===== config.mk =====
export PLATFORM = sky130hd
export DESIGN_NAME = adpu_mul
export DESIGN_NICKNAME = d
export VERILOG_FILES = /design/src/design/adpu_pkg.sv /design/src/design/adpu_mul.sv
export SDC_FILE = /design/constraint.sdc
export NUM_CORES = 2
export LEC_CHECK = 0
export BUFFER_PORTS_ARGS = -buffer_cell sky130_fd_sc_hd__buf_4
export CELL_PAD_IN_SITES_DETAIL_PLACEMENT = 1
export CELL_PAD_IN_SITES_GLOBAL_PLACEMENT = 2
export CORE_AREA = 2 2 384 386
export CTS_CLUSTER_DIAMETER = 100
export DETAILED_ROUTE_END_ITERATION = 8
export DIE_AREA = 0 0 386 388
export PLACE_DENSITY_LB_ADDON = 0.1
export SLEW_MARGIN = 20
export SYNTH_ARGS = -nofsm -noshare
export SYNTH_HDL_FRONTEND = slang
export SYNTH_SLANG_ARGS = --single-unit

===== constraint.sdc =====
create_clock -name clk -period 14.76 [get_ports clk]
set_input_delay 0 -clock clk [delete_from_list [all_inputs] [get_ports clk]]
set_output_delay 0 -clock clk [all_outputs]
set_load 0.05 [all_outputs]

===== src/design/adpu_pkg.sv =====
// adpu_pkg: shared types, constants and helpers for the adaptive parameter update block
// used by adpu_mul, adpu_div and adaptive_dynamic_param_update_top
`timescale 1ns / 1ps
package adpu_pkg;

  localparam int WORD_W     = 64;
  localparam int PARAM_W    = 48;
  localparam int GAIN_W     = 47;
  localparam int NUM_PARAMS = 6;
  localparam int IDX_W      = 3;
  localparam int X2_W       = 20;
  localparam int TH_W       = 18;

  typedef logic signed [WORD_W-1:0]  word_t;
  typedef logic signed [PARAM_W-1:0] param_t;
  typedef logic [GAIN_W-1:0]         gain_t;

  localparam word_t K_G        = 64'sd642253;
  localparam word_t KU1_Q16    = 64'sd39322;
  localparam word_t KW1_Q16    = 64'sd96338;
  localparam word_t KW2_Q16    = 64'sd89165;
  localparam word_t TANH_ONE   = 64'sd65536;
  localparam word_t TANH_LIMIT = 64'sd196608;
  localparam word_t TANH_C27   = 64'sd1769472;
  localparam word_t EPS_U_RAW  = 64'sd327;
  localparam word_t EPS_W_RAW  = 64'sd655;
  localparam word_t MASS_MIN   = 64'sd65;
  localparam word_t TS_Q40     = 64'sd10995116278;
  localparam logic [WORD_W-1:0] SAT_MAG = 64'h2000_0000_0000_0000;

  localparam word_t P_MAX = 64'sd140737488355327;
  localparam word_t P_MIN = -64'sd140737488355328;

  localparam logic [IDX_W-1:0] REG_ADAPT_GAIN = 3'd6;
  localparam logic [IDX_W-1:0] REG_LEAK_GAIN  = 3'd7;

  localparam param_t NOM_P1_RST = 48'sd266191765085;
  localparam param_t NOM_P2_RST = 48'sd306983646475;
  localparam param_t NOM_P3_RST = -48'sd1429365116;
  localparam param_t NOM_P4_RST = 48'sd1099621578939;
  localparam param_t NOM_P5_RST = 48'sd300716430197;
  localparam param_t NOM_P6_RST = 48'sd1047724630108;
  localparam gain_t  GAIN_RST   = 47'd1099511627776;
  localparam gain_t  LEAK_RST   = 47'd109951163;

  typedef enum logic [1:0] {SH0, SH8, SH16, SH40} shift_t;

  typedef struct packed {
    logic   start;
    shift_t sh;
  } mul_req_t;

  typedef enum logic [4:0] {
    ST_NU1, ST_NU2, ST_AU, ST_NW1, ST_NW2, ST_AW, ST_XW,
    ST_TU_X2, ST_TU_NUM, ST_TU_DIV, ST_S1,
    ST_TW_X2, ST_TW_NUM, ST_TW_DIV, ST_S2,
    ST_W2, ST_UW, ST_GRAD, ST_LEAK, ST_RATE, ST_UPD
  } step_t;

  typedef enum logic [2:0] {S_IDLE, S_CHECK, S_ISSUE, S_MWAIT, S_DWAIT, S_OUT} top_st_t;

  function automatic param_t sat_param(input word_t v);
    param_t r;
    if (v > P_MAX) r = P_MAX[PARAM_W-1:0];
    else if (v < P_MIN) r = P_MIN[PARAM_W-1:0];
    else r = v[PARAM_W-1:0];
    return r;
  endfunction

  function automatic word_t abs_w(input word_t v);
    word_t r;
    r = v[WORD_W-1] ? -v : v;
    return r;
  endfunction

endpackage


===== src/design/adpu_mul.sv =====
// adpu_mul: shared 64x64 signed multiplier, one 32x32 partial product per cycle
// truncates toward zero after a per-request shift and saturates to 62 bits; uses adpu_pkg
`timescale 1ns / 1ps
module adpu_mul (
  input  logic              clk,
  input  logic              rst_n,
  input  adpu_pkg::mul_req_t req_i,
  input  adpu_pkg::word_t   a_i,
  input  adpu_pkg::word_t   b_i,
  output logic              done_o,
  output adpu_pkg::word_t   res_o
);

  logic [63:0]            ma_r, mb_r;
  logic                   neg_r;
  adpu_pkg::shift_t       sh_r;
  logic [127:0]           acc_r;
  logic [1:0]             cnt_r;
  logic                   busy_r, fin_r, done_r;
  adpu_pkg::word_t        res_r;

  logic [31:0]            ah, bh;
  logic [63:0]            pp;
  logic [127:0]           pp_sh, shifted;
  logic [63:0]            lim, mag;
  adpu_pkg::word_t        res_nxt;

  assign ah    = cnt_r[1] ? ma_r[63:32] : ma_r[31:0];
  assign bh    = cnt_r[0] ? mb_r[63:32] : mb_r[31:0];
  assign pp    = ah * bh;
  assign pp_sh = {64'd0, pp} << {({1'b0, cnt_r[1]} + {1'b0, cnt_r[0]}), 5'd0};

  always_comb begin
    case (sh_r)
      adpu_pkg::SH0:  shifted = acc_r;
      adpu_pkg::SH8:  shifted = acc_r >> 8;
      adpu_pkg::SH16: shifted = acc_r >> 16;
      adpu_pkg::SH40: shifted = acc_r >> 40;
      default:        shifted = acc_r;
    endcase
    lim = neg_r ? adpu_pkg::SAT_MAG : adpu_pkg::SAT_MAG - 64'd1;
    mag = (shifted[127:64] != 64'd0 || shifted[63:0] > lim) ? lim : shifted[63:0];
    res_nxt = neg_r ? -adpu_pkg::word_t'(mag) : adpu_pkg::word_t'(mag);
  end

  always_ff @(posedge clk) begin
    if (!rst_n) begin
      busy_r <= 1'b0;
      fin_r  <= 1'b0;
      done_r <= 1'b0;
      cnt_r  <= 2'd0;
    end else begin
      done_r <= 1'b0;
      if (req_i.start) begin
        ma_r   <= adpu_pkg::abs_w(a_i);
        mb_r   <= adpu_pkg::abs_w(b_i);
        neg_r  <= a_i[63] ^ b_i[63];
        sh_r   <= req_i.sh;
        acc_r  <= 128'd0;
        cnt_r  <= 2'd0;
        busy_r <= 1'b1;
      end else if (busy_r) begin
        acc_r <= acc_r + pp_sh;
        cnt_r <= cnt_r + 2'd1;
        if (cnt_r == 2'd3) begin
          busy_r <= 1'b0;
          fin_r  <= 1'b1;
        end
      end else if (fin_r) begin
        fin_r  <= 1'b0;
        done_r <= 1'b1;
        res_r  <= res_nxt;
      end
    end
  end

  assign done_o = done_r;
  assign res_o  = res_r;

endmodule


Yosys cells after proc, flatten, opt, wreduce, memory -nomap -nowiden
Cells that the tools add are included. Widths: inputs -> output; s select.

Add/subtract/negate cells: 6. Multiply operators: 1. Magnitude comparators: 1. Equality and inequality tests: 5. Shift operators: 1. Muxes and demuxes: 15. Bitwise operators: 4. Reductions and logical operators: 10.

Operators by type and width (number): $pmux 128 s4 (1); $neg 64->64 (3); $add 128x128->128 (1); $mux 128 (1); $mux 64 (2); $shl 64x7->128 (1); $mux 63 (2); $gt 64x62->1 (1); $mul 32x32->64 (1); $mux 32 (2); $reduce_bool 64->1 (1); $mux 62 (1); $eq 2x2->1 const B (3); $mux 1 (6); $reduce_and 2->1 (3); $reduce_and 4->1 (1); $not 1->1 (3); $reduce_or 3->1 (1); $add 1x1->2 (1); $add 2x1->2 const B (1); $eq 2x1->1 const B (1); $logic_not 2->1 (1); $ne 2x1->1 const B (1); $reduce_bool 2->1 (1); other kinds (3) (3).

Register bits after elaboration: 328. Output and inout port bits: 65. Logic and storage cells: 55.

Longest topological paths before layout
Depth in word-level cells: 7. Depth in mapped cells: 47. Gate-level depth less buffers: 42.

Worst setup path before layout
Ideal clock, no wire load.

Kind: flip-flop to flip-flop. From: reg cnt_r[0]. To: reg acc_r[120], data pin. Arrival: 11777 ps. Slack: 2724 ps. Cell stages (with the launch flop): 43. Clock period less this slack: 12036 ps. Path through: dfxtp_1 clkbuf_1 buf_1 mux2i_1 clkbuf_1 nor2_1 fa_1 fa_1 fa_1 inv_1 fa_1 inv_1 fa_1 inv_1 fa_1 inv_1 fa_1 fa_1 (+7 left out) nor3b_1 or3_1 nor3_1 nor3_1 o311ai_0 mux2_2 nor2_1 ha_1 clkbuf_1 nand4_1 or3_1 or4_1 o311ai_0 a31o_2 a31oi_1 o21ai_0 a31oi_1 a211o_1.

Word-level cells in the longest chain between the ends: 5. Elaborated cells on any way between the ends: 6. Classes of those cells: add/sub: 2; mul: 1; shift: 1; mux: 2.

Ends and longest elaborated chain: from (decl) (RTL line adpu_mul.sv:18) `logic [1:0] cnt_r;`; from (signal assigned) (RTL line adpu_mul.sv:64) `cnt_r <= cnt_r + 2'd1;`; $mux 32 (RTL line adpu_mul.sv:29) `assign bh = cnt_r[0] ? mb_r[63:32] : mb_r[31:0];`; $mul 32x32->64 (RTL line adpu_mul.sv:30) `assign pp = ah * bh;`; $shl 64x7->128 * (RTL line adpu_mul.sv:31) `assign pp_sh = {64'd0, pp} << {({1'b0, cnt_r[1]} + {1'b0, cnt_r[0]}), 5'd0};`; $add 128x128->128 * (RTL line adpu_mul.sv:63) `acc_r <= acc_r + pp_sh;`; $mux 128 * (RTL line adpu_mul.sv:62) `end else if (busy_r) begin`; to (signal assigned) (RTL line adpu_mul.sv:63); to (decl) (RTL line adpu_mul.sv:17) `logic [127:0] acc_r;`.

Mark *: on every way between the ends. The rest lies on a longest branch, timed or not. The select of a mux whose other input is x is not followed. A chain may end at the register's enable or synchronous reset.

Final worst setup path
From: reg cnt_r[0]. To: reg acc_r[122], data pin.

Same word-level chain as after synthesis.

==> impl_metrics.ini <==
[outcome]
outcome = completed

[synth]
synth_area_leaders = fa_1 (30%), edfxtp_1 (16%), ha_1 (9.4%), nor2_1 (6.0%), inv_1 (5.7%)
synth_top_area_frac = 0.296
ys_seq_area_frac = 0.162
async_reset_ff_frac = 0
synth.avg_cell_area_sq_um = 8.92
synthDistinctLibCells = 88
synth_area_sq_um = 60700
yosysTopAreaCell = fa_1
yosys.cell_count.top_type = nor2_1
syn_nets = 8289
synthCells = 6803
synth_common_cells = nor2_1 (972), inv_1 (916), fa_1 (897), nand2_1 (684), ha_1 (456)
yosys_most_used_dff = edfxtp_1
yosysWarnings = 0
synth_edf_count = 323
ys_ff_latch = 328

[timing]
fmax_ghz = 0.0711
period_minus_slack_ns = 14.07
worstMarginPinSlew_ns = 1.20
drv_slew = 0
setup_viol = 0
setup_slack_ns = 0.695
timing.setup.tns_ns = 0
hold_slack_ns = 0.0630
maxSlewHeadroom = 0.193
finalHoldViolCount = 0
rsz0062_at_grt = no
finalCritPeriodShare = 0.953
clock_skew_ns = 0.0682

[grt]
grt_pass1_vias = 55932
antenna_found_initial = 14
grt_pass1_wl_um = 370000
overflow = 0
grt_max_degree = 75
grt_use_total = 0.334

[clocking]
clk_latency_ns = 0.67
htreeDepth = 2
cts-buffers-inserted = 46
cts_sinks = 328
clk_pin_slew_ns = 0.06
clockBufferDepth = 3
cts_tree = yes
root_buffer = clkbuf_16

[worst_setup_path]
crit_start = cnt_r[0]
crit_path_start_kind = register
end_kind = register
worstPathMaxFanout = 22
worst_ep_required_time_ns = 15.28
worstSetupPathType = register to register
reg2reg_from = cnt_r[0]
arrival_ns = 14.59
r2r_cells = 37
slowest_delay_ns = 0.89
crit_top_cell = fa_1
cp_slowest_cell = mux2i_4

[detailed_routing]
firstDrtPassIters = 5
drc = 0
drt-initial-drc-count = 4532
num_vias = 53086
wl_per_cell_um = 27.6
drt-total-wl_um = 250000
vias_per_cell = 5.88
antenna_left = 0

[floorplan]
rows = 140
core_area_sq_um = 145000
ios = 198
start_util = 0.418
die-area_sq_um = 150000
die_x_um = 386
die_h_um = 388

[placed_design]
pre_cts_slack_ns = 0.651
gp_congestion = 0.954
post-dp-hpwl_um = 202000
port_buffers = 197
dp_cells = 8731

[finish]
layout.nets = 8557
layout.cells.non_filler = 9033
drive_gt1_frac = 0.0957
synthToLayoutAreaGrowth_pct = 12.8
fill_cells = 16725

[hold_path]
min_from = req_i[0]
min_delay_path_depth = 2
hp-class = input port to register

[flow_run]
maxCapViolCount = 0
worst max-delay path, delay by kind of cell (launching register included):
kind | cells | cell delay (ns)
mux | 1 | 0.89
fa+ha+maj | 10 | 5.10
compound gates | 7 | 3.01
flops | 1 | 0.61
buf+inv | 5 | 0.84
simple gates | 13 | 3.22
xor+xnor | 1 | 0.22
per-stage QoR:
| step | area [sq um] | util |
|---|---|---|
| after floorplan | 60700 | - |
| after global placement | 64700 | 0.446 |
| after detailed placement | 64700 | 0.446 |
| after CTS | 68300 | 0.471 |
| after global routing | 68400 | 0.471 |
| final | 68400 | 0.471 |
cells by family after synthesis:
family,share of synthesized area
xor+xnor,0.0429
buf+inv,0.0790
flops,0.162
compound gates,0.113
mux,0.0489
simple gates,0.164
fa+ha+maj,0.390
final timing paths:
check / end / slack [ns]
worst min-delay path: sh_r[0] / 0.06
worst max-delay path: acc_r[122] / 0.69
worst max register to register: acc_r[122] / 0.69
worst min register to register: fin_r / 0.53
sequential cells by signal (all words and copies together) (netlist names):
name,count
acc_r,128
ma_r,64
mb_r,64
res_o,64
cnt_r,2
sh_r,2
busy_r,1
done_o,1
fin_r,1
neg_r,1
cell usage in the layout, fill, tap and decap left out, types with 140 or more instances in the layout:
cell / instances
nand2_1: 684
edfxtp_1: 323
buf_4: 360
ha_1: 456
a21oi_1: 336
o21ai_0: 222
a21o_1: 140
fa_1: 897
inv_1: 915
dlygate4sd3_1: 206
nor2_1: 971
xnor2_1: 225
cell type report:
type | instances | area (sq um) | share of cell area
antenna | 7 | 17.5 | 0.000256
clock buffer | 59 | 1230 | 0.0180
clock inverter | 27 | 298 | 0.00435
inverter | 919 | 3450 | 0.0505
multi-input combinational | 5208 | 46400 | 0.678
sequential | 328 | 9810 | 0.143
tap | 1917 | 2400 | 0.0351
timing repair buffer | 568 | 4800 | 0.0702
layer usage:
layer / global-route usage / part of all wire
met1: 0.471 / 0.43
met2: 0.520 / 0.45
met5: 0 / 0.00011
met4: 0.112 / 0.037
met3: 0.0551 / 0.075
timing repair:
item / in CTS / in global routing
hold buffers: 206 / 0
gates resized for setup: 0 / 2
setup buffers: 0 / 3
endpoints found under the hold margin: 165 / 0
setup endpoints to repair: 0 / 3
Power is not shown: default switching activity piles up to over one toggle a cycle in this logic, so the estimate is an artifact.
