File: config.mk
export PLATFORM = sky130hd
export DESIGN_NAME = adpu_div
export DESIGN_NICKNAME = d
export VERILOG_FILES = /design/src/design/adpu_pkg.sv /design/src/design/adpu_div.sv
export SDC_FILE = /design/constraint.sdc
export NUM_CORES = 1
export LEC_CHECK = 0
export BUFFER_PORTS_ARGS = -buffer_cell sky130_fd_sc_hd__buf_2
export CELL_PAD_IN_SITES_DETAIL_PLACEMENT = 1
export CELL_PAD_IN_SITES_GLOBAL_PLACEMENT = 1
export CORE_UTILIZATION = 49
export DETAILED_ROUTE_END_ITERATION = 12
export PLACE_DENSITY_LB_ADDON = 0.1
export SYNTH_ARGS = -nofsm -noshare
export SYNTH_HDL_FRONTEND = slang
export SYNTH_SLANG_ARGS = --single-unit
File: constraint.sdc
create_clock -name clk -period 7.8 [get_ports clk]
set_clock_uncertainty 0.05 [all_clocks]
set_input_delay 0.39 -clock clk [delete_from_list [all_inputs] [get_ports clk]]
set_output_delay 0.39 -clock clk [all_outputs]
set_load 0.05 [all_outputs]
File: src/design/adpu_pkg.sv
// adpu_pkg: shared types, constants and helpers for the adaptive parameter update block
// used by adpu_mul, adpu_div and adaptive_dynamic_param_update_top
`timescale 1ns / 1ps
package adpu_pkg;

  localparam int WORD_W     = 64;
  localparam int PARAM_W    = 48;
  localparam int GAIN_W     = 47;
  localparam int NUM_PARAMS = 6;
  localparam int IDX_W      = 3;
  localparam int X2_W       = 20;
  localparam int TH_W       = 18;

  typedef logic signed [WORD_W-1:0]  word_t;
  typedef logic signed [PARAM_W-1:0] param_t;
  typedef logic [GAIN_W-1:0]         gain_t;

  localparam word_t K_G        = 64'sd642253;
  localparam word_t KU1_Q16    = 64'sd39322;
  localparam word_t KW1_Q16    = 64'sd96338;
  localparam word_t KW2_Q16    = 64'sd89165;
  localparam word_t TANH_ONE   = 64'sd65536;
  localparam word_t TANH_LIMIT = 64'sd196608;
  localparam word_t TANH_C27   = 64'sd1769472;
  localparam word_t EPS_U_RAW  = 64'sd327;
  localparam word_t EPS_W_RAW  = 64'sd655;
  localparam word_t MASS_MIN   = 64'sd65;
  localparam word_t TS_Q40     = 64'sd10995116278;
  localparam logic [WORD_W-1:0] SAT_MAG = 64'h2000_0000_0000_0000;

  localparam word_t P_MAX = 64'sd140737488355327;
  localparam word_t P_MIN = -64'sd140737488355328;

  localparam logic [IDX_W-1:0] REG_ADAPT_GAIN = 3'd6;
  localparam logic [IDX_W-1:0] REG_LEAK_GAIN  = 3'd7;

  localparam param_t NOM_P1_RST = 48'sd266191765085;
  localparam param_t NOM_P2_RST = 48'sd306983646475;
  localparam param_t NOM_P3_RST = -48'sd1429365116;
  localparam param_t NOM_P4_RST = 48'sd1099621578939;
  localparam param_t NOM_P5_RST = 48'sd300716430197;
  localparam param_t NOM_P6_RST = 48'sd1047724630108;
  localparam gain_t  GAIN_RST   = 47'd1099511627776;
  localparam gain_t  LEAK_RST   = 47'd109951163;

  typedef enum logic [1:0] {SH0, SH8, SH16, SH40} shift_t;

  typedef struct packed {
    logic   start;
    shift_t sh;
  } mul_req_t;

  typedef enum logic [4:0] {
    ST_NU1, ST_NU2, ST_AU, ST_NW1, ST_NW2, ST_AW, ST_XW,
    ST_TU_X2, ST_TU_NUM, ST_TU_DIV, ST_S1,
    ST_TW_X2, ST_TW_NUM, ST_TW_DIV, ST_S2,
    ST_W2, ST_UW, ST_GRAD, ST_LEAK, ST_RATE, ST_UPD
  } step_t;

  typedef enum logic [2:0] {S_IDLE, S_CHECK, S_ISSUE, S_MWAIT, S_DWAIT, S_OUT} top_st_t;

  function automatic param_t sat_param(input word_t v);
    param_t r;
    if (v > P_MAX) r = P_MAX[PARAM_W-1:0];
    else if (v < P_MIN) r = P_MIN[PARAM_W-1:0];
    else r = v[PARAM_W-1:0];
    return r;
  endfunction

  function automatic word_t abs_w(input word_t v);
    word_t r;
    r = v[WORD_W-1] ? -v : v;
    return r;
  endfunction

endpackage

File: src/design/adpu_div.sv
// adpu_div: radix-2 restoring divider, signed 64-bit dividend by positive divisor
// quotient truncated toward zero, one bit per cycle; uses adpu_pkg
`timescale 1ns / 1ps
module adpu_div (
  input  logic            clk,
  input  logic            rst_n,
  input  logic            start_i,
  input  adpu_pkg::word_t dividend_i,
  input  logic [63:0]     divisor_i,
  output logic            done_o,
  output adpu_pkg::word_t quot_o
);

  logic [63:0] rem_r, quo_r, dsr_r;
  logic        neg_r, busy_r, done_r;
  logic [5:0]  cnt_r;
  logic [64:0] rem_sh, rem_sub;
  logic        ge;

  assign rem_sh  = {rem_r, quo_r[63]};
  assign ge      = rem_sh >= {1'b0, dsr_r};
  assign rem_sub = rem_sh - {1'b0, dsr_r};

  always_ff @(posedge clk) begin
    if (!rst_n) begin
      busy_r <= 1'b0;
      done_r <= 1'b0;
      cnt_r  <= 6'd0;
    end else begin
      done_r <= 1'b0;
      if (start_i) begin
        rem_r  <= 64'd0;
        quo_r  <= adpu_pkg::abs_w(dividend_i);
        dsr_r  <= divisor_i;
        neg_r  <= dividend_i[63];
        cnt_r  <= 6'd0;
        busy_r <= 1'b1;
      end else if (busy_r) begin
        rem_r <= ge ? rem_sub[63:0] : rem_sh[63:0];
        quo_r <= {quo_r[62:0], ge};
        cnt_r <= cnt_r + 6'd1;
        if (cnt_r == 6'd63) begin
          busy_r <= 1'b0;
          done_r <= 1'b1;
        end
      end
    end
  end

  assign done_o = done_r;
  assign quot_o = neg_r ? -adpu_pkg::word_t'(quo_r) : adpu_pkg::word_t'(quo_r);

endmodule

Word-level counts from Yosys, hierarchy flattened
Cells that the tools add are included.
- register bits: 201
- input port bits: 131
- $add $sub $neg: 4
- $lt $le $gt $ge: 1
- equal/unequal tests: 1
- muxes and demuxes: 10
- bitwise logic cells: 2
- reductions and logical operators: 5
- operator list (cell ; number):
    $mux 64 ; 6
    $neg 64->64 ; 2
    $ge 65x64->1 ; 1
    $sub 64x64->64 ; 1
    $add 6x1->6 const B ; 1
    $eq 6x6->1 const B ; 1
    $mux 1 ; 4
    $reduce_and 2->1 ; 2
    $reduce_or 3->1 ; 1
    $not 1->1 ; 2
    $reduce_bool 2->1 ; 1
    $reduce_or 2->1 ; 1

Longest topological paths before layout
Gate-level depths: netlist of run 1.
- depth after elaboration: 4
- gate-level depth with buffers: 15
- depth with buffers taken out: 13

Worst setup path after synthesis of run 1
OpenSTA, ideal clock, no wires.
- path type: input-to-reg
- from: input start_i
- to: register quo_r[0] (enable)
- setup time: 499 ps
- arrival: 3776 ps
- required time: 7251 ps
- slack: 3476 ps
- stages on the path: 3
- cell sequence: clkbuf_1 -> clkbuf_1 -> o21a_1
- cells in the longest elaborated chain, start to end: 2
- RTL lines (what ; line ; RTL):
    start, declared ; adpu_div.sv:7 ; input logic start_i,
    $reduce_bool 2->1 (no source line) ; -- ;
    $reduce_and 2->1 (no source line) ; -- ;
    end signal, assigned ; adpu_div.sv:33 ; quo_r <= adpu_pkg::abs_w(dividend_i);
    end signal, assigned ; adpu_div.sv:40 ; quo_r <= {quo_r[62:0], ge};
    end, declared ; adpu_div.sv:14 ; logic [63:0] rem_r, quo_r, dsr_r;
No other way between the ends.
A chain may end at the register's enable or synchronous reset.

Worst setup path after layout of run 1
- from: register quo_r[4]
- to: output quot_o[63]
- cells in the longest elaborated chain, start to end: 2
- RTL lines (what ; line ; RTL):
    $neg 64->64 ; adpu_div.sv:51 ; assign quot_o = neg_r ? -adpu_pkg::word_t'(quo_r) : adpu_pkg::word_t'(quo_r);
    $mux 64 ; adpu_div.sv:51 ;
    end, declared ; adpu_div.sv:11 ; output adpu_pkg::word_t quot_o
No other way between the ends.

==> metrics list, run 1 <==
- DRT Pass-1 Iters: 5
- The smallest clock period supported by the final layout is computed as 4.73 ns.
- Input and output buffers added on the ports amount to 195.
- The most numerous cell type found on the critical path is sky130_fd_sc_hd__or2_2.
* Power density cells: 218 nW/um^2
* Worst VDD drop: 0.000154 V
* Clock slew at the register clock pins of the worst setup and hold paths: 0.06 ns
* Post-route DRC: 0
- Mean instance size in the synthesized netlist: 9.08 um^2
* TritonCTS clock tree: built
* Die Width: 175 um
- Initial core utilization: 0.498
* Growth of design area from synthesis to finish: 18.6%
* Number of warnings issued by yosys: 0
* Max-cap violation count: 0
* Part of the Yosys area used for sequential elements: 0.405
- The routed layout has 13206 vias.
* Longest Clk Path Bufs: 3
- The floorplan step defined a die boundary enclosing 30700 um^2.
* Setup TNS: 0 ns
- Timing would allow up to 211 MHz.
* Biggest area contributors in the synthesized netlist: sky130_fd_sc_hd__edfxtp_1 (39%), sky130_fd_sc_hd__a21oi_1 (6.2%), sky130_fd_sc_hd__xnor2_1 (6.0%)
* Number of standard-cell rows in the floorplan: 63
* Delay of the slowest cell on the worst path: 0.45 ns
- Unique cell type count in the Yosys netlist: 85
* Antenna violations before repair: 1
* Count of buffering cells on the critical path with inverters included: 1
- The max-slew violation count is 0.
* Total count of hold-check failures in the final report: 0
* Pin count of the biggest net entering global routing: 99
- Setup violations remaining at the end of the flow were counted as 0.
- Worst EP required: 7.36 ns
- Routed len/inst: 20.0 um
- Slew of the pin with the lowest slew margin: 0.950 ns
- Counting every sink on the clock net gives 201.
- STA classifies the critical path startpoint as a flip-flop.
* Min-Delay Path Class: primary input to flip-flop
- The largest individual stage delay along the critical path comes from the cell sky130_fd_sc_hd__edfxtp_1.
* Element type at the critical path end: output pin
* Maximum level of the CTS H-tree: 1
- For this run, the total global-route usage over all layers was measured as 0.291.
- Setup repair after global routing left no endpoint under its margin.
- Area inside the core boundary: 29600 um^2
- Share of the synthesized area in the top cell type: 0.394
- In this run the static leakage power is 6.90 nW.
- In the finished design, the share of the clock period the worst path needs comes to 0.606.
- Total clock buffers created by CTS: 25
* First-pass GRT wire length: 72000 um
* Die H: 175 um
- Most frequent standard cell in the layout excluding fill and tap cells: sky130_fd_sc_hd__buf_2
- Synthesized netlist net count: 1820
- Max_slew headroom: 0.367
* Routed wire length: 44800 um
- During I/O placement, the number of pins put on the boundary was 196.
- The cell area that synthesis handed to floorplanning was 14700 um^2.
- Crit Path Max Fanout: 6
* Final weighted congestion in routability-driven placement: 0.872
* Total inserted antenna cells: 0
- The first routing iteration left 788 violations.
- Outcome: finished, final reports clean
* Cell at the root of the clock tree: sky130_fd_sc_hd__clkbuf_16
* Most frequent cells in the layout: sky130_fd_sc_hd__buf_2 (194), sky130_fd_sc_hd__edfxtp_1 (193), sky130_fd_sc_hd__a21oi_1 (182), sky130_fd_sc_hd__nand2_1 (182), sky130_fd_sc_hd__nor2_1 (123)
* Number of synthesized register bits: 201
* Fraction of layout instances using a drive strength above 1: 0.164
- In the routed layout, each cell is associated on average with a via count of 5.89.
- Final worst hold slack: 0.192 ns
* CTS resizes: 0
- Ordered list of cells on the worst path: or3_4 > nor4_4 > nand2_1 > or2_2 > or2_2 > nor2_1 > nand4_1 > o31ai_1 > xnor2_1 > buf_2
- Grouping stages by cell kind, the critical path spends the most delay in simple AND/OR/NAND/NOR gates.
- The count of nets left with antenna violations once routing finished came out at 0.
- Synthesis produced a netlist whose cell count is 1621.
* Cell type contributing the most total cell area after synthesis: sky130_fd_sc_hd__edfxtp_1
* Post-DP HPWL: 31700 um
* Main synth FF type: sky130_fd_sc_hd__edfxtp_1
- Vias in the first global route: 13910
- Number of flops mapped to enable cells by yosys: 193
- Worst skew pair latency: 0.56 ns
- Global routing finished with a remaining overflow of 0.
- CP Data Arrival Time: 4.29 ns
- Fin nets: 2031
* Share of flip-flops with an asynchronous set or reset: 0
* Type of the setup path with the least slack: flip-flop to output pin
## where the power goes
part	internal, mW	leakage, nW	switching [mW]
logic	0.417	4.57	0.772
clock network	0.762	0.429	0.490
registers	1.30	1.90	0.0633
total	2.48	6.90	1.33
## path summary, 6_finish.rpt
check | startpoint | endpoint | slack, ns | depth (start not counted)
worst max register to register | rem_r[57] | rem_r[63] | 3.09 | 11
worst min-delay path | dividend_i[17] | quo_r[17] | 0.19 | 3
worst max-delay path | quo_r[4] | quot_o[63] | 3.07 | 10
worst min register to register | cnt_r[5] | cnt_r[5] | 0.50 | 2
## routing by layer
| metal | vias up | routed length (um) | global-route usage | part of all wire |
|---|---|---|---|---|
| met5 | - | 10 | 0 | 0.00022 |
| met4 | 2 | 1440 | 0.0978 | 0.032 |
| met3 | 83 | 2000 | 0.0361 | 0.045 |
| met2 | 341 | 22400 | 0.518 | 0.50 |
| met1 | 6437 | 18900 | 0.363 | 0.42 |
| li1 | 6343 | - | - | - |
## synth_stat cells (5+ instances only)
library cell / number
sky130_fd_sc_hd__a211oi_1: 16
sky130_fd_sc_hd__a21boi_0: 5
sky130_fd_sc_hd__a21o_1: 29
sky130_fd_sc_hd__a21oi_1: 182
sky130_fd_sc_hd__a221oi_1: 7
sky130_fd_sc_hd__a31oi_1: 12
sky130_fd_sc_hd__and2_1: 6
sky130_fd_sc_hd__and3_1: 12
sky130_fd_sc_hd__buf_1: 5
sky130_fd_sc_hd__clkbuf_1: 71
sky130_fd_sc_hd__dfxtp_1: 8
sky130_fd_sc_hd__edfxtp_1: 193
sky130_fd_sc_hd__ha_1: 67
sky130_fd_sc_hd__inv_1: 93
sky130_fd_sc_hd__mux2_2: 12
sky130_fd_sc_hd__nand2_1: 182
sky130_fd_sc_hd__nand2b_1: 8
sky130_fd_sc_hd__nand3_1: 32
sky130_fd_sc_hd__nand4_1: 31
sky130_fd_sc_hd__nor2_1: 123
sky130_fd_sc_hd__nor2b_1: 8
sky130_fd_sc_hd__nor3_1: 23
sky130_fd_sc_hd__nor4_1: 9
sky130_fd_sc_hd__o21a_1: 12
sky130_fd_sc_hd__o21ai_0: 75
sky130_fd_sc_hd__o21bai_1: 17
sky130_fd_sc_hd__o31a_1: 5
sky130_fd_sc_hd__o31ai_1: 48
sky130_fd_sc_hd__o41ai_1: 14
sky130_fd_sc_hd__or2_2: 13
sky130_fd_sc_hd__or3_1: 27
sky130_fd_sc_hd__or4_1: 13
sky130_fd_sc_hd__xnor2_1: 101
sky130_fd_sc_hd__xor2_1: 72
## stage by stage
| step | util | instance area, um^2 | cells | setup WS [ns] | total power [mW] |
|---|---|---|---|---|---|
| 2_1_floorplan | - | 14700 | 1621 | 3.48 | 2.22 |
| 3_3_place_gp | 0.539 | 15900 | 2131 | 3.48 | 2.49 |
| 3_5_place_dp | 0.539 | 15900 | 2131 | 3.19 | 2.53 |
| 4_1_cts | 0.590 | 17400 | 2241 | 3.04 | 3.81 |
| 5_1_grt | 0.590 | 17400 | 2241 | 2.72 | 3.98 |
| 6_report | 0.590 | 17400 | 2241 | 3.07 | 3.81 |
## layout make-up
class	instances	area (um^2)
Clock inverter	15	199
Sequential cell	201	5960
Inverter	93	349
Fill cell	3416	12100
Tap cell	390	488
Multi-Input combinational cell	1244	8090
Clock buffer	31	688
Timing Repair Buffer	267	1680
## timing repair
action / in CTS / in global routing
buffers inserted: 0 / 0
endpoints found under the hold margin: 64 / 0
hold buffers: 64 / 0
## kinds of logic after synthesis
logic type	synth area share
AND/OR/NAND/NOR	0.177
buffers and inverters	0.0467
flip-flops	0.405
AO/OA/AOI/OAI	0.199
adder cells (fa/ha/maj)	0.0583
XOR/XNOR	0.103
multiplexers	0.0105
## sequential cells by signal, indices dropped and copies added, names as in the netlist
signal  count
neg_r       1
quo_r      64
dsr_r      64
busy_r      1
done_o      1
cnt_r       6
rem_r      64
## worst register-to-register path, stage by stage (launching register included)
cell and delay [ns]:
sky130_fd_sc_hd__edfxtp_1 0.39, sky130_fd_sc_hd__ha_1 0.41, sky130_fd_sc_hd__a21o_1 0.21, sky130_fd_sc_hd__a21o_1 0.18, sky130_fd_sc_hd__a21o_1 0.20, sky130_fd_sc_hd__a21o_1 0.18
sky130_fd_sc_hd__a21o_1 0.19, sky130_fd_sc_hd__a2111oi_0 0.79, sky130_fd_sc_hd__nand3_2 0.88, sky130_fd_sc_hd__buf_4 0.59, sky130_fd_sc_hd__o2111ai_1 0.18, sky130_fd_sc_hd__o221ai_1 0.18
(Power assumes the default switching activity.)
==> run 2, diff against run 1 <==
- CORE_UTILIZATION: 49 -> 45
- clock period: 7.8 -> 4.6 ns (I/O delays scaled with it)
==> run 2 against run 1 <==
Net effect: critical path depth increased by 2; via count fell by 0.61%; sequential share of layout area fell by 0.26 points; flip-flop and latch count did not move; utilization down 3.9 points; wire length rose by 1.1%; clock-buffer cell count decreased by 5.
==> metrics list, run 2 (synthesis results as in run 1) <==
- Max_slew headroom: 0.417 (+0.0505)
- The detail-routed net length per standard cell came to 19.8 um (-1.2%).
* Fraction of layout instances using a drive strength above 1: 0.166 (+0.00153)
- The largest stage delay on the critical path is 0.45 ns (about the same).
- Power density cells: 366 nW/um^2 (+68%)
* Post-DP HPWL: 32600 um (+2.8%)
- The clock transition at the register clock pins on the worst setup and hold paths after CTS was 0.06 ns (about the same).
* RSZ-0062 raised after global routing: false
- Min cycle time layout: 4.47 ns
* Clock sinks: 201 (unchanged)
* Antenna violations before repair: 2 (+1)
- The wire length of the first global-routing pass was 72200 um (+0.32%).
- The post-route non-filler standard cell count came to 2294 (+2.4%).
- Routed wire length: 45300 um (+1.1%)
- Instance count after placement with tap cells included: 2180 (+2.3%)
- The vertical die dimension was 183 um (+4.3%).
- Maximum level of the CTS H-tree: 1 (unchanged)
* Number of standard-cell rows in the floorplan: 65 (+3.2%)
- Fill count: 3747 (+9.7%)
* Outcome: finished, final reports clean
- The sum of met2 wire segment lengths after detailed routing came to 22500 um (+0.21%).
- The data arrival time at the worst-slack endpoint came to 4.19 ns (-0.10 ns).
- Setup TNS: 0 ns (unchanged)
- The max-cap violation count is 0 (unchanged).
* Ordered list of cells on the worst path: or3_4 > nor4_4 > buf_4 > nand2b_4 > nor2_2 > nand2_2 > or3_4 > or3_4 > or4_4 > o21ai_0 > xnor2_1 > buf_2
* Footprint of the multi-input gates: 8090 um^2 (about the same)
- Slowest stage cell on the critical path: sky130_fd_sc_hd__or4_4
* Total clock buffers created by CTS: 25 (unchanged)
- DRC violation total after the first TritonRoute iteration: 592 (-25%)
* Top Family by Delay on Critical Path: simple AND/OR/NAND/NOR gates
- Growth of design area from synthesis to finish: 19.5%
- The area inside the core boundary was 31900 um^2 (+7.9%).
- Vias in the first global route: 13639 (-1.9%)
- The number of nets in the layout was 2040 (+0.44%).
- Total routing resource utilization after global routing: 0.269 (-0.0215)
- Counting stages on the worst path, the most repeated cell is sky130_fd_sc_hd__or3_4.
* Worst skew pair latency: 0.56 ns (about the same)
* Final critical-path share of the clock period: 0.972
- Critical Path Source Type: flip-flop
- In the layout the commonest cells are sky130_fd_sc_hd__buf_2 (194), sky130_fd_sc_hd__edfxtp_1 (193), sky130_fd_sc_hd__a21oi_1 (182), sky130_fd_sc_hd__nand2_1 (182), sky130_fd_sc_hd__nor2_1 (123).
- Leaving out fill and tap cells, the most frequent cell in the layout is sky130_fd_sc_hd__buf_2.
- Worst VDD drop: 0.000269 V (+75%)
* Final weighted congestion in routability-driven placement: 0.884 (+1.3%)
- Count of final setup violators: 0 (unchanged)
- The vias per cell came to 5.72 (-2.9%).
* Top Layer Used: met5
* Total count of hold-check failures in the final report: 0 (unchanged)
- Post-route DRC: 0 (unchanged)
* Final Slew Violations: 0 (unchanged)
- The static leakage is 6.94 nW (+0.61%).
* Met3 wire len: 1990 um (-0.30%)
- TritonCTS built the clock tree.
- Worst EP required: 4.32 ns (-3.04 ns)
- Element type at the critical path end: output pin
- Routed metal-1 wire length: 19800 um (+4.6%)
- Number of I/O pins: 196 (unchanged)
* Cell at the root of the clock tree: sky130_fd_sc_hd__clkbuf_16
* Registers with the most flip-flops: dsr_r: 64 flops, quo_r: 64 flops, rem_r: 64 flops
- The final global-route overflow total came to 0 (unchanged).
- The critical path buffer and inverter count was 2 (+1).
- The maximum fanout count along the critical path came to 4 (-2).
- The initial core utilization came to 0.462 (-0.0362).
- The worst setup path is of the flip-flop to output pin kind.
* Min-Delay Path Class: primary input to flip-flop
* Die Width: 183 um (+4.3%)
* Slew of the pin with the lowest slew margin: 0.874 ns (-0.0758 ns)
- Derived from the worst setup path, the maximum achievable clock frequency is 224 MHz.
- Port-buffer cells: 195 (unchanged)
* Register Area: 5960 um^2 (unchanged)
- Longest Clk Path Bufs: 3 (unchanged)
* Die area: 33400 um^2 (+8.8%)
* DRT Pass-1 Iters: 5 (unchanged)
- The pin count of the biggest net entering global routing came to 89 (-10%).
- The total number of vias was 13126 (-0.61%).
- Post-detailed-route count of antenna-violating nets: 0 (unchanged)
## run 2: path summary, 6_finish.rpt
kind / from / end / slack, ns / depth (start not counted)
setup / recovery: quo_r[4] / quot_o[50] / 0.13 / 12
hold / removal: dividend_i[23] / quo_r[23] / 0.02 / 3
setup reg to reg: quo_r[63] / rem_r[62] / 0.68 / 13
hold reg to reg: cnt_r[5] / cnt_r[5] / 0.44 / 2
## run 2: layer usage
layer / GRT usage / up-vias
li1: - / 6358
met1: 0.337 / 6421
met2: 0.481 / 278
met3: 0.0433 / 67
met4: 0.0700 / 2
met5: 0 / -
## run 2: area by class of cell
class,instances,area share
diodes,1,0.000142
clock buffers,26,0.0358
clock inverters,18,0.0129
inverters,93,0.0199
multi-input cells,1244,0.460
flip-flops and latches,201,0.339
well taps,435,0.0310
repair buffers,276,0.102
## run 2: stage by stage
step | hold WS [ns] | utilization | setup slack, ns | instance area, um^2 | total power, mW
floorplan | 0.279 | - | 0.436 | 14700 | 3.77
global placement | 0.356 | 0.503 | 0.866 | 16000 | 4.26
detailed placement | 0.358 | 0.503 | 0.739 | 16000 | 4.31
CTS | 0.00964 | 0.550 | 0.198 | 17500 | 6.47
global route | 0.0442 | 0.552 | 0.000720 | 17600 | 6.74
finish | 0.0244 | 0.552 | 0.127 | 17600 | 6.44
## run 2: worst min-delay path, cell delays in order
cell and delay, ns:
sky130_fd_sc_hd__buf_2 0.09, sky130_fd_sc_hd__xor2_1 0.06, sky130_fd_sc_hd__a21oi_1 0.12
## run 2: what timing repair did
| item | 4_1_cts | 5_1_grt |
|---|---|---|
| setup endpoints to repair | 0 | 2 |
| resized for setup | 0 | 0 |
| endpoints found under the hold margin | 64 | 0 |
| hold buffers | 64 | 0 |
| buffers inserted | 0 | 5 |
## run 2: where the power goes
part / switching, mW / internal, mW / total, mW
clock network: 0.824 / 1.27 / 2.10
registers: 0.108 / 2.21 / 2.32
logic: 1.31 / 0.719 / 2.03
==> run 3, diff against run 2 <==
- CELL_PAD_IN_SITES_DETAIL_PLACEMENT: 1 -> 0
==> run 3 against run 2 <==
Net effect: first-iteration DRC count grew 33%; total power shrank 5.2%; wire length shrank 11%; combinational power shrank 2%; non-clock buffer count shrank 5; register-to-register slack gained 0.12 ns; final cell count shrank 0.31%; utilization shrank 0.49 points; design area shrank 0.90%; flip-flop and latch count is the same; critical path depth shrank 1; maximum frequency grew 2.8%; largest cell class unchanged.
==> metrics list, run 3 (synthesis results as in run 1) <==
- The pin count of the biggest net entering global routing came to 89 (unchanged).
- Top Family by Delay on Critical Path: simple AND/OR/NAND/NOR gates
- Power Internal: 3.98 mW (-5.3%)
- The transition at the pin with the smallest max-transition slack was 0.860 ns (-0.0145 ns).
- Outcome: finished, final reports clean
- The violation count after the first detailed-route iteration came to 790 (+33%).
- Initial core utilization: 0.462 (unchanged)
- STA classifies the critical path startpoint as a flip-flop.
- The number of antenna violations at the first check in global routing is 1 (-1).
* Clk pwr share: 0.298 (-0.028)
* Routed vias: 12752 (-2.8%)
- Post-detailed-route count of antenna-violating nets: 0 (unchanged)
- Total clock buffers created by CTS: 24 (-4.0%)
* Post-route DRC: 0 (unchanged)
- Leaving out fill and tap cells, the most frequent cell in the layout is sky130_fd_sc_hd__buf_2.
- Final worst hold slack: 0.0472 ns (+0.0228 ns)
- Number of standard-cell rows in the floorplan: 65 (unchanged)
- The number of nets in the layout is 2034 (-0.29%).
* Ordered list of cells on the worst path: or4_4 > nor3_4 > nand3_2 > nor2_2 > nand2_2 > or3_4 > or3_4 > or4_4 > o41ai_2 > xnor2_1 > buf_2
* Min-Delay Path Class: primary input to flip-flop
* Worst VDD drop: 0.000244 V (-9.3%)
* Max_slew headroom: 0.427 (+0.00966)
- The clock period minus final worst setup slack was 4.35 ns (-0.120 ns).
- Overflow left after global routing: 0 (unchanged)
- Max-cap violation count: 0 (unchanged)
* Final Slew Violations: 0 (unchanged)
- The final core utilization was 0.547 (-0.00494).
- Part of the power in combinational logic: 0.324 (+0.009)
- Endpoint of the worst setup timing path: quot_o[54]
- Delay of the slowest cell on the worst path: 0.57 ns (+0.12 ns)
- The endpoint identified for the worst register-to-register timing path is rem_r[62].
- Slowest stage cell on the critical path: sky130_fd_sc_hd__or4_4
* Crit path depth: 11 (-1)
- The area enclosed by the die boundary came to 33400 um^2 (unchanged).
* Fraction of layout instances using a drive strength above 1: 0.163 (-0.00261)
- Type of the setup path with the least slack: flip-flop to output pin
- Power density cells: 350 nW/um^2 (-4.3%)
* Vias in the first global route: 12359 (-9.4%)
* RSZ-0062 raised after global routing: false
- Post-DP HPWL: 29600 um (-9.1%)
- The largest registers in the layout are dsr_r: 64 flops, quo_r: 64 flops, rem_r: 64 flops.
* Setup TNS: 0 ns (unchanged)
- Worst skew pair latency: 0.54 ns (-0.02 ns)
- Max Fclk: 230 MHz (+2.8%)
- The fraction of the cycle the final worst path needs was 0.946 (-0.0262).
- Routed wire length: 40400 um (-11%)
- DRT Pass-1 Iters: 6 (+1)
* Die Width: 183 um (unchanged)
- Tracing the worst setup path back leads to its startpoint at quo_r[11].
- The reg2reg setup slack came to 0.80 ns (+0.12 ns).
- Reg2reg path depth: 13 (unchanged)
- Net load switching power: 2.13 mW (-5.0%)
- Number of I/O pins: 196 (unchanged)
- Relative contribution of sequential cells to total power: 0.378 (+0.018)
- The data arrival time at the worst-slack endpoint came to 4.07 ns (-0.12 ns).
- The detail-routed net length per standard cell was 17.7 um (-11%).
* First-pass GRT wire length: 64200 um (-11%)
- Vias per cell: 5.58 (-2.6%)
* Maximum level of the CTS H-tree: 1 (unchanged)
- The final-report hold violation count came to 0 (unchanged).
* Placement-stage worst setup slack: 0.797 ns (+0.0577 ns)
- Worst reg2reg path startpoint: quo_r[63]
* Switch share: 0.349 (+0.000721)
* Most frequent cells in the layout: sky130_fd_sc_hd__buf_2 (194), sky130_fd_sc_hd__edfxtp_1 (193), sky130_fd_sc_hd__a21oi_1 (182), sky130_fd_sc_hd__nand2_1 (182), sky130_fd_sc_hd__nor2_1 (123)
* Clock slew at the register clock pins of the worst setup and hold paths: 0.06 ns (about the same)
- Cell at the root of the clock tree: sky130_fd_sc_hd__clkbuf_16
- Non-Filler Cell Area, Final: 17400 um^2 (-0.90%)
- Element type at the critical path end: output pin
* Port-buffer cells: 195 (unchanged)
* Static Leakage: 6.87 nW (-1.0%)
* Post-DP Area: 16000 um^2 (unchanged)
* Growth of design area from synthesis to finish: 18.4%
- Worst EP required: 4.32 ns (about the same)
- Longest Clk Path Bufs: 3 (unchanged)
* Final weighted congestion in routability-driven placement: 0.884 (unchanged)
- The maximum fanout count along the critical path came to 5 (+1).
- Total routing resource utilization after global routing: 0.239 (-0.0305)
- Final Worst Setup Slack: 0.248 ns (+0.120 ns)
- Clock sinks: 201 (unchanged)
- Count of final setup violators: 0 (unchanged)
- The vertical die dimension is 183 um (unchanged).
- The critical path buffer and inverter count was 1 (-1).
- The area inside the core boundary came to 31900 um^2 (unchanged).
- TritonCTS built the clock tree.
==> run 3: cell type report <==
class | count | area [um^2]
antenna | 1 | 2.50
timing repair buffer | 271 | 1750
sequential | 201 | 5960
fill | 3052 | 14500
clock inverter | 13 | 85.1
inverter | 93 | 349
tap | 435 | 544
multi-input combinational | 1244 | 8090
clock buffer | 29 | 651
==> run 3: metrics by stage <==
step / power, mW / instances
final: 6.11 / 2287
after global routing: 6.43 / 2287
after detailed placement: 4.27 / 2180
after CTS: 6.16 / 2286
after global placement: 4.26 / 2180
after floorplan: 3.77 / 1621
==> run 3: routing by layer <==
layer	vias up	track usage	part of all wire	wire, um
met5	-	0	0	0
met4	0	0.0640	0.025	1000
met3	61	0.0381	0.048	1960
met2	317	0.407	0.47	19200
met1	6024	0.314	0.45	18300
li1	6350	-	-	-
==> run 3: power by group through the flow <==
stage	Clock (mW)	Combinational, mW	Sequential [mW]
after floorplan	0	1.45	2.32
after CTS	1.88	1.98	2.31
after global routing	1.93	2.17	2.33
after detailed placement	0	1.92	2.35
after global placement	0	1.92	2.34
final	1.82	1.98	2.31
==> run 3: worst register-to-register path, stage by stage (launching register included) <==
cell and delay (ns):
sky130_fd_sc_hd__edfxtp_1 0.38, sky130_fd_sc_hd__inv_1 0.06, sky130_fd_sc_hd__ha_1 0.22, sky130_fd_sc_hd__fa_1 0.42
sky130_fd_sc_hd__nor2b_1 0.16, sky130_fd_sc_hd__o31a_1 0.21, sky130_fd_sc_hd__nor2_1 0.06, sky130_fd_sc_hd__o311ai_1 0.38
sky130_fd_sc_hd__o21bai_1 0.24, sky130_fd_sc_hd__a2111o_1 0.46, sky130_fd_sc_hd__a21oi_1 0.27, sky130_fd_sc_hd__nor4_1 0.11
sky130_fd_sc_hd__or4_1 0.47, sky130_fd_sc_hd__a31oi_1 0.17
==> run 3: how the worst min path moves through the flow <==
stage / slack (ns) / start / end / cells after the start
finish: 0.05 / dividend_i[19] / quo_r[19] / 3
global route: 0.04 / dividend_i[19] / quo_r[19] / 3
CTS: 0.02 / dividend_i[19] / quo_r[19] / 3
detailed placement: 0.36 / divisor_i[31] / dsr_r[31] / 1
global placement: 0.36 / divisor_i[11] / dsr_r[11] / 1
floorplan: 0.28 / divisor_i[0] / dsr_r[0] / 0
==> run 3: repair_timing <==
action	in CTS	in global routing
buffers inserted	0	0
hold buffers	64	0
gates resized for setup	0	0
endpoints found under the hold margin	64	0
